$ cat src/pal_pkg.sv
// ----------------------------------------------------------------------------
// Positional array list package
// Shared widths, operation and status codes, and the command and status
// structs that pass between the controller and the datapath.
// ----------------------------------------------------------------------------
package pal_pkg;

  localparam int unsigned CAPACITY_DEF = 128;

  localparam int unsigned OPCODE_W = 3;
  localparam int unsigned POS_W    = 8;
  localparam int unsigned VAL_W    = 32;
  localparam int unsigned STATUS_W = 2;
  localparam int unsigned FIDX_W   = 8;
  localparam int unsigned LEN_W    = 8;

  localparam logic [OPCODE_W-1:0] OP_INSERT  = 3'd0;
  localparam logic [OPCODE_W-1:0] OP_DELETE  = 3'd1;
  localparam logic [OPCODE_W-1:0] OP_REPLACE = 3'd2;
  localparam logic [OPCODE_W-1:0] OP_GET     = 3'd3;
  localparam logic [OPCODE_W-1:0] OP_FIND    = 3'd4;
  localparam logic [OPCODE_W-1:0] OP_CLEAR   = 3'd5;

  localparam logic [STATUS_W-1:0] ST_OK       = 2'd0;
  localparam logic [STATUS_W-1:0] ST_INS_FAIL = 2'd1;
  localparam logic [STATUS_W-1:0] ST_DEL_FAIL = 2'd2;
  localparam logic [STATUS_W-1:0] ST_RANGE    = 2'd3;

  // Commands from controller to datapath
  typedef struct packed {
    logic                load;        // latch position and value
    logic                idx_count;   // index <= length
    logic                idx_pos;     // index <= position
    logic                idx_zero;    // index <= 0
    logic                idx_inc;     // index <= index + 1
    logic                rd_pos;      // read entry at position
    logic                rd_src;      // read neighbour of index
    logic                rd_idx;      // read entry at index
    logic                dir_up;      // neighbour is index - 1 (insert)
    logic                wr_shift;    // entry[index] <= read data, index <= neighbour
    logic                wr_val;      // entry[position] <= value
    logic                cnt_inc;
    logic                cnt_dec;
    logic                cnt_clr;
    logic                finish;      // register the result and strobe it
    logic [STATUS_W-1:0] status;
    logic                take_rdata;
    logic                take_found;
    logic                take_absent;
  } cmd_t;

  // Status from datapath to controller
  typedef struct packed {
    logic ins_ok;      // room left and position within length
    logic in_range;    // position below length
    logic count_zero;
    logic ins_tail;    // insert at the end, nothing to move
    logic del_tail;    // delete of the last entry, nothing to move
    logic ins_last;    // final move of an insert
    logic del_last;    // final move of a delete
    logic find_last;   // index is the last entry
    logic match;       // read data equals key
  } sts_t;

endpackage

$ cat src/pal_ctrl.sv
// ----------------------------------------------------------------------------
// Positional array list controller
// One-hot state machine that sequences each operation over the datapath.
// ----------------------------------------------------------------------------
module pal_ctrl (
  input  logic                          clk_i,
  input  logic                          rst_ni,
  input  logic                          start,
  input  logic [pal_pkg::OPCODE_W-1:0]  opcode_i,
  input  pal_pkg::sts_t                 sts_i,
  output pal_pkg::cmd_t                 cmd_o,
  output logic                          busy
);
  import pal_pkg::*;

  typedef enum logic [7:0] {
    S_IDLE     = 8'b0000_0001,
    S_DECODE   = 8'b0000_0010,
    S_SH_RD    = 8'b0000_0100,
    S_SH_WR    = 8'b0000_1000,
    S_INS_WR   = 8'b0001_0000,
    S_GET_RD   = 8'b0010_0000,
    S_FIND_RD  = 8'b0100_0000,
    S_FIND_CMP = 8'b1000_0000
  } state_e;

  state_e               state_q, state_d;
  logic [OPCODE_W-1:0]  op_q, op_d;

  always_ff @(posedge clk_i or negedge rst_ni) begin
    if (!rst_ni) begin
      state_q <= S_IDLE;
      op_q    <= OP_INSERT;
    end else begin
      state_q <= state_d;
      op_q    <= op_d;
    end
  end

  assign busy = (state_q != S_IDLE);

  always_comb begin
    state_d = state_q;
    op_d    = op_q;
    cmd_o   = '0;
    case (state_q)
      S_IDLE: begin
        if (start) begin
          op_d       = opcode_i;
          cmd_o.load = 1'b1;
          state_d    = S_DECODE;
        end
      end
      S_DECODE: begin
        state_d = S_IDLE;
        case (op_q)
          OP_INSERT: begin
            if (!sts_i.ins_ok) begin
              cmd_o.finish = 1'b1;
              cmd_o.status = ST_INS_FAIL;
            end else if (sts_i.ins_tail) begin
              cmd_o.wr_val  = 1'b1;
              cmd_o.cnt_inc = 1'b1;
              cmd_o.finish  = 1'b1;
            end else begin
              cmd_o.idx_count = 1'b1;
              state_d         = S_SH_RD;
            end
          end
          OP_DELETE: begin
            if (!sts_i.in_range) begin
              cmd_o.finish = 1'b1;
              cmd_o.status = ST_DEL_FAIL;
            end else if (sts_i.del_tail) begin
              cmd_o.cnt_dec = 1'b1;
              cmd_o.finish  = 1'b1;
            end else begin
              cmd_o.idx_pos = 1'b1;
              state_d       = S_SH_RD;
            end
          end
          OP_REPLACE: begin
            cmd_o.finish = 1'b1;
            if (sts_i.in_range) begin
              cmd_o.wr_val = 1'b1;
            end else begin
              cmd_o.status = ST_RANGE;
            end
          end
          OP_GET: begin
            if (sts_i.in_range) begin
              cmd_o.rd_pos = 1'b1;
              state_d      = S_GET_RD;
            end else begin
              cmd_o.finish = 1'b1;
              cmd_o.status = ST_RANGE;
            end
          end
          OP_FIND: begin
            if (sts_i.count_zero) begin
              cmd_o.finish      = 1'b1;
              cmd_o.take_absent = 1'b1;
            end else begin
              cmd_o.idx_zero = 1'b1;
              state_d        = S_FIND_RD;
            end
          end
          OP_CLEAR: begin
            cmd_o.cnt_clr = 1'b1;
            cmd_o.finish  = 1'b1;
          end
          default: begin
            cmd_o.finish = 1'b1;
          end
        endcase
      end
      S_SH_RD: begin
        cmd_o.rd_src = 1'b1;
        cmd_o.dir_up = (op_q == OP_INSERT);
        state_d      = S_SH_WR;
      end
      S_SH_WR: begin
        cmd_o.wr_shift = 1'b1;
        cmd_o.dir_up   = (op_q == OP_INSERT);
        state_d        = S_SH_RD;
        if (op_q == OP_INSERT) begin
          if (sts_i.ins_last) begin
            state_d = S_INS_WR;
          end
        end else if (sts_i.del_last) begin
          cmd_o.cnt_dec = 1'b1;
          cmd_o.finish  = 1'b1;
          state_d       = S_IDLE;
        end
      end
      S_INS_WR: begin
        cmd_o.wr_val  = 1'b1;
        cmd_o.cnt_inc = 1'b1;
        cmd_o.finish  = 1'b1;
        state_d       = S_IDLE;
      end
      S_GET_RD: begin
        cmd_o.finish     = 1'b1;
        cmd_o.take_rdata = 1'b1;
        state_d          = S_IDLE;
      end
      S_FIND_RD: begin
        cmd_o.rd_idx = 1'b1;
        state_d      = S_FIND_CMP;
      end
      S_FIND_CMP: begin
        if (sts_i.match) begin
          cmd_o.finish     = 1'b1;
          cmd_o.take_found = 1'b1;
          state_d          = S_IDLE;
        end else if (sts_i.find_last) begin
          cmd_o.finish      = 1'b1;
          cmd_o.take_absent = 1'b1;
          state_d           = S_IDLE;
        end else begin
          cmd_o.idx_inc = 1'b1;
          state_d       = S_FIND_RD;
        end
      end
      default: begin
        state_d = S_IDLE;
      end
    endcase
  end

endmodule

$ cat config.mk
export PLATFORM = sky130hd
export DESIGN_NAME = pal_ctrl
export DESIGN_NICKNAME = d
export VERILOG_FILES = /design/src/pal_pkg.sv /design/src/pal_ctrl.sv
export SDC_FILE = /design/constraint.sdc
export NUM_CORES = 1
export LEC_CHECK = 0
export BUFFER_PORTS_ARGS = -buffer_cell sky130_fd_sc_hd__buf_2
export CAP_MARGIN = 20
export CELL_PAD_IN_SITES_DETAIL_PLACEMENT = 2
export CELL_PAD_IN_SITES_GLOBAL_PLACEMENT = 2
export CORE_UTILIZATION = 23
export CTS_CLUSTER_SIZE = 25
export DETAILED_ROUTE_END_ITERATION = 10
export GPL_TIMING_DRIVEN = 1
export PLACE_DENSITY_LB_ADDON = 0.1
export SYNTH_ARGS = -nofsm -noshare
export SYNTH_HDL_FRONTEND = slang
export SYNTH_SLANG_ARGS = --single-unit
$ cat constraint.sdc
create_clock -name clk_i -period 1.6 [get_ports clk_i]
set_input_delay 0.24 -clock clk_i [delete_from_list [all_inputs] [get_ports clk_i]]
set_output_delay 0.24 -clock clk_i [all_outputs]
set_load 0.03 [all_outputs]
==> impl_metrics.csv <==
group,metric,value,unit
setup_path,crit_chain,"nor4_4 -> nand3_4 -> nor2_4 -> buf_4 -> a41o_4 -> buf_6",
sta,slew_headroom,75.6,%
clock_tree,cts.htree.levels,1,
sta,setup_viol,25,
detailed_routing,post-route-drc-count,0,
sta,finClkSkew,0.00621,ns
die,start_util,24.7,%
placement,dpl.hpwl,3120,µm
sta,tns,-9.95,ns
setup_path,startpoint_type,"register",
hold_path,hp-start,"opcode_i[0]",
synthesis,synth_area,843,µm²
synthesis,synth_edf_count,0,
sta,hold_viol,0,
synthesis,synth_top_flop_cell,"dfrtp_1",
setup_path,worstReg2RegStart,"state_q[0]$_DFFE_PN1P_",
setup_path,crit_buf_inv,2,
status,failed_checks,"negative setup slack",
detailed_routing,via_count,1221,
setup_path,crit_required,1.36,ns
synthesis,seq_area_frac_synth,32.8,%
setup_path,cp-end-kind,"output pin",
pwr,ir_drop,0.777,mV
setup_path,critical_path.max_stage_delay,0.43,ns
status,status,"finished with violations",
sta,fmax,455,MHz
die,fp.dieW,62.6,µm
layout,syn_to_final_growth,119,%
placement,gp_congestion,0.805,
clock_tree,cts.sinks,11,
grt,grt_max_degree,12,
synthesis,mappedNetlistNets,113,
die,core,3420,µm²
sta,timing.hold.ws,0.174,ns
grt,grt_pass1_vias,1327,
detailed_routing,firstDrtPassIters,4,
flow_run,max-cap-violations,0,
hold_path,hold_class,"input port to register",
clock_tree,clk_pin_slew,0.07,ns
layout,diodes,0,
grt,gr-total-overflow,0,
sta,worst_pin_slew,0.364,ns
setup_path,path_max_fanout,6,
setup_path,path_class,"register to output pin",
sta,rsz0062_at_grt,"true",
detailed_routing,vias_per_cell,5.24,
layout,instances_no_fill,233,
detailed_routing,drt_iter0_markers,20,
synthesis,synth.ff_latch_count,11,
sta,fin_crit_sh,137,%
clock_tree,cts_made_buffers,3,
grt,antenna_found_initial,0,
clock_tree,cts_max_path_buffers,2,
sta,final_max_slew_viol_count,0,
layout,final_util,54.1,%
detailed_routing,wl_per_cell,23.0,µm
detailed_routing,wl,5360,µm
layout,layout-drive-gt1-share,74.3,%
pwr,p_leak,0.878,nW
grt,grt_pass1_wl,7080,µm
clock_tree,cts_tree,"done",
clock_tree,cts_root_buf,"clkbuf_4",
synthesis,async_flop_share,100,%
sta,period_minus_slack,2.20,ns
layout,final_common_cell,"buf_4",
pwr,p_total,2.45,mW
placement,placed_cells_incl_taps,217,
grt,grt_util_all_layers,23.6,%
detailed_routing,final_antenna_net_count,0,
setup_path,cp.arrival,1.96,ns
die,io_pins,36,
layout,n_fill_cell,355,
synthesis,postSynthCellCount,98,
placement,numPortBuffers,35,
pwr,power.density,1330,nW/µm²
setup_path,cp_top_family,"simple AND/OR/NAND/NOR gates",
layout,final_cell_mix,"buf_4 (48), buf_6 (24), buf_2 (14)",
synthesis,syn_avg_cell_area,8.61,µm²
layout,nets,203,
setup_path,crit_slowest_cell,"dfrtp_1",
die,die-area,3910,µm²
synthesis,ys_warn_count,0,
sta,fin_ws,-0.599,ns
die,row_count,21,
synthesis,yosysUniqueCellTypes,39,
setup_path,cp-startpoint,"state_q[3]$_DFFE_PN0P_",
clock_tree,clk-insertion-delay-late,0.27,ns
die,die_height,62.6,µm
report_power, final:
group / switching [mW] / internal [mW]
sequential: 0.102 / 0.352
combinational: 0.978 / 0.834
clock: 0.0884 / 0.0965
registers in the layout, indices dropped and copies added, names as in the netlist:
name,cells
state_q,8
op_q,3
tightest hold or removal path: stages:
cell and delay [ns]:
buf_2 0.08, nand2_2 0.05, o21ai_2 0.04
synthesized netlist by cell type, types with 3 or more instances:
master / n / area (µm²)
nor4_1: 3 / 18.8
o22ai_1: 3 / 18.8
nand2_1: 6 / 22.5
dfrtp_1: 10 / 250
o21ai_0: 9 / 45.0
nand3_1: 4 / 20.0
nor2_1: 9 / 33.8
inv_1: 6 / 22.5
nor2b_1: 3 / 18.8
nor3_1: 6 / 30.0
area by class of cell:
| class | count | area [µm²] | share of cell area (%) |
|---|---|---|---|
| inverters | 8 | 32.5 | 1.76 |
| flip-flops and latches | 11 | 280 | 15.2 |
| clock buffers | 4 | 26.3 | 1.42 |
| well taps | 46 | 57.6 | 3.11 |
| multi-input cells | 77 | 741 | 40.1 |
| repair buffers | 87 | 711 | 38.5 |
routing by layer:
metal | global-route usage (%) | vias up | share of wire (%)
met5 | 0 | - | 0
met3 | 2.01 | 17 | 2.9
li1 | - | 543 | -
met1 | 28.0 | 618 | 39
met2 | 43.5 | 43 | 54
met4 | 8.72 | 0 | 4.1
stage by stage:
stage / setup WS, ns / cell area [µm²]
floorplan: -0.362 / 945
global placement: -0.185 / 1460
detailed placement: -0.311 / 1460
CTS: -0.525 / 1700
global route: -0.698 / 1850
finish: -0.599 / 1850
worst paths after layout:
kind | to | slack [ns] | depth (start not counted)
max in group asynchronous | state_q[0]$_DFFE_PN1P_ | 0.94 | 2
min in group asynchronous | op_q[2]$_DFFE_PN0P_ | 0.39 | 2
hold reg to reg | state_q[3]$_DFFE_PN0P_ | 0.74 | 2
hold / removal | op_q[0]$_DFFE_PN0P_ | 0.17 | 3
setup / recovery | cmd_o[9] | -0.60 | 6
setup reg to reg | state_q[2]$_DFFE_PN0P_ | -0.33 | 7
cells by family (layout without fill, tap and decap cells):
kind of cell    after synthesis  after routing  synth area share [%]
buf+inv                      10             99                  5.79
compound gates               22             22                  16.9
xor+xnor                      2              2                  2.08
flops                        11             11                  32.8
simple gates                 53             53                  42.4
repair_timing:
action / 4_1_cts / 5_1_grt
setup endpoints to repair: 27 / 27
setup buffers: 5 / 10
hold buffers: 1 / 0
pin swaps: 11 / 15
hold endpoints to repair: 10 / 0
gates resized for setup: 55 / 35
gates cloned: 0 / 0
Note: power is estimated with default switching activity, not from simulation.
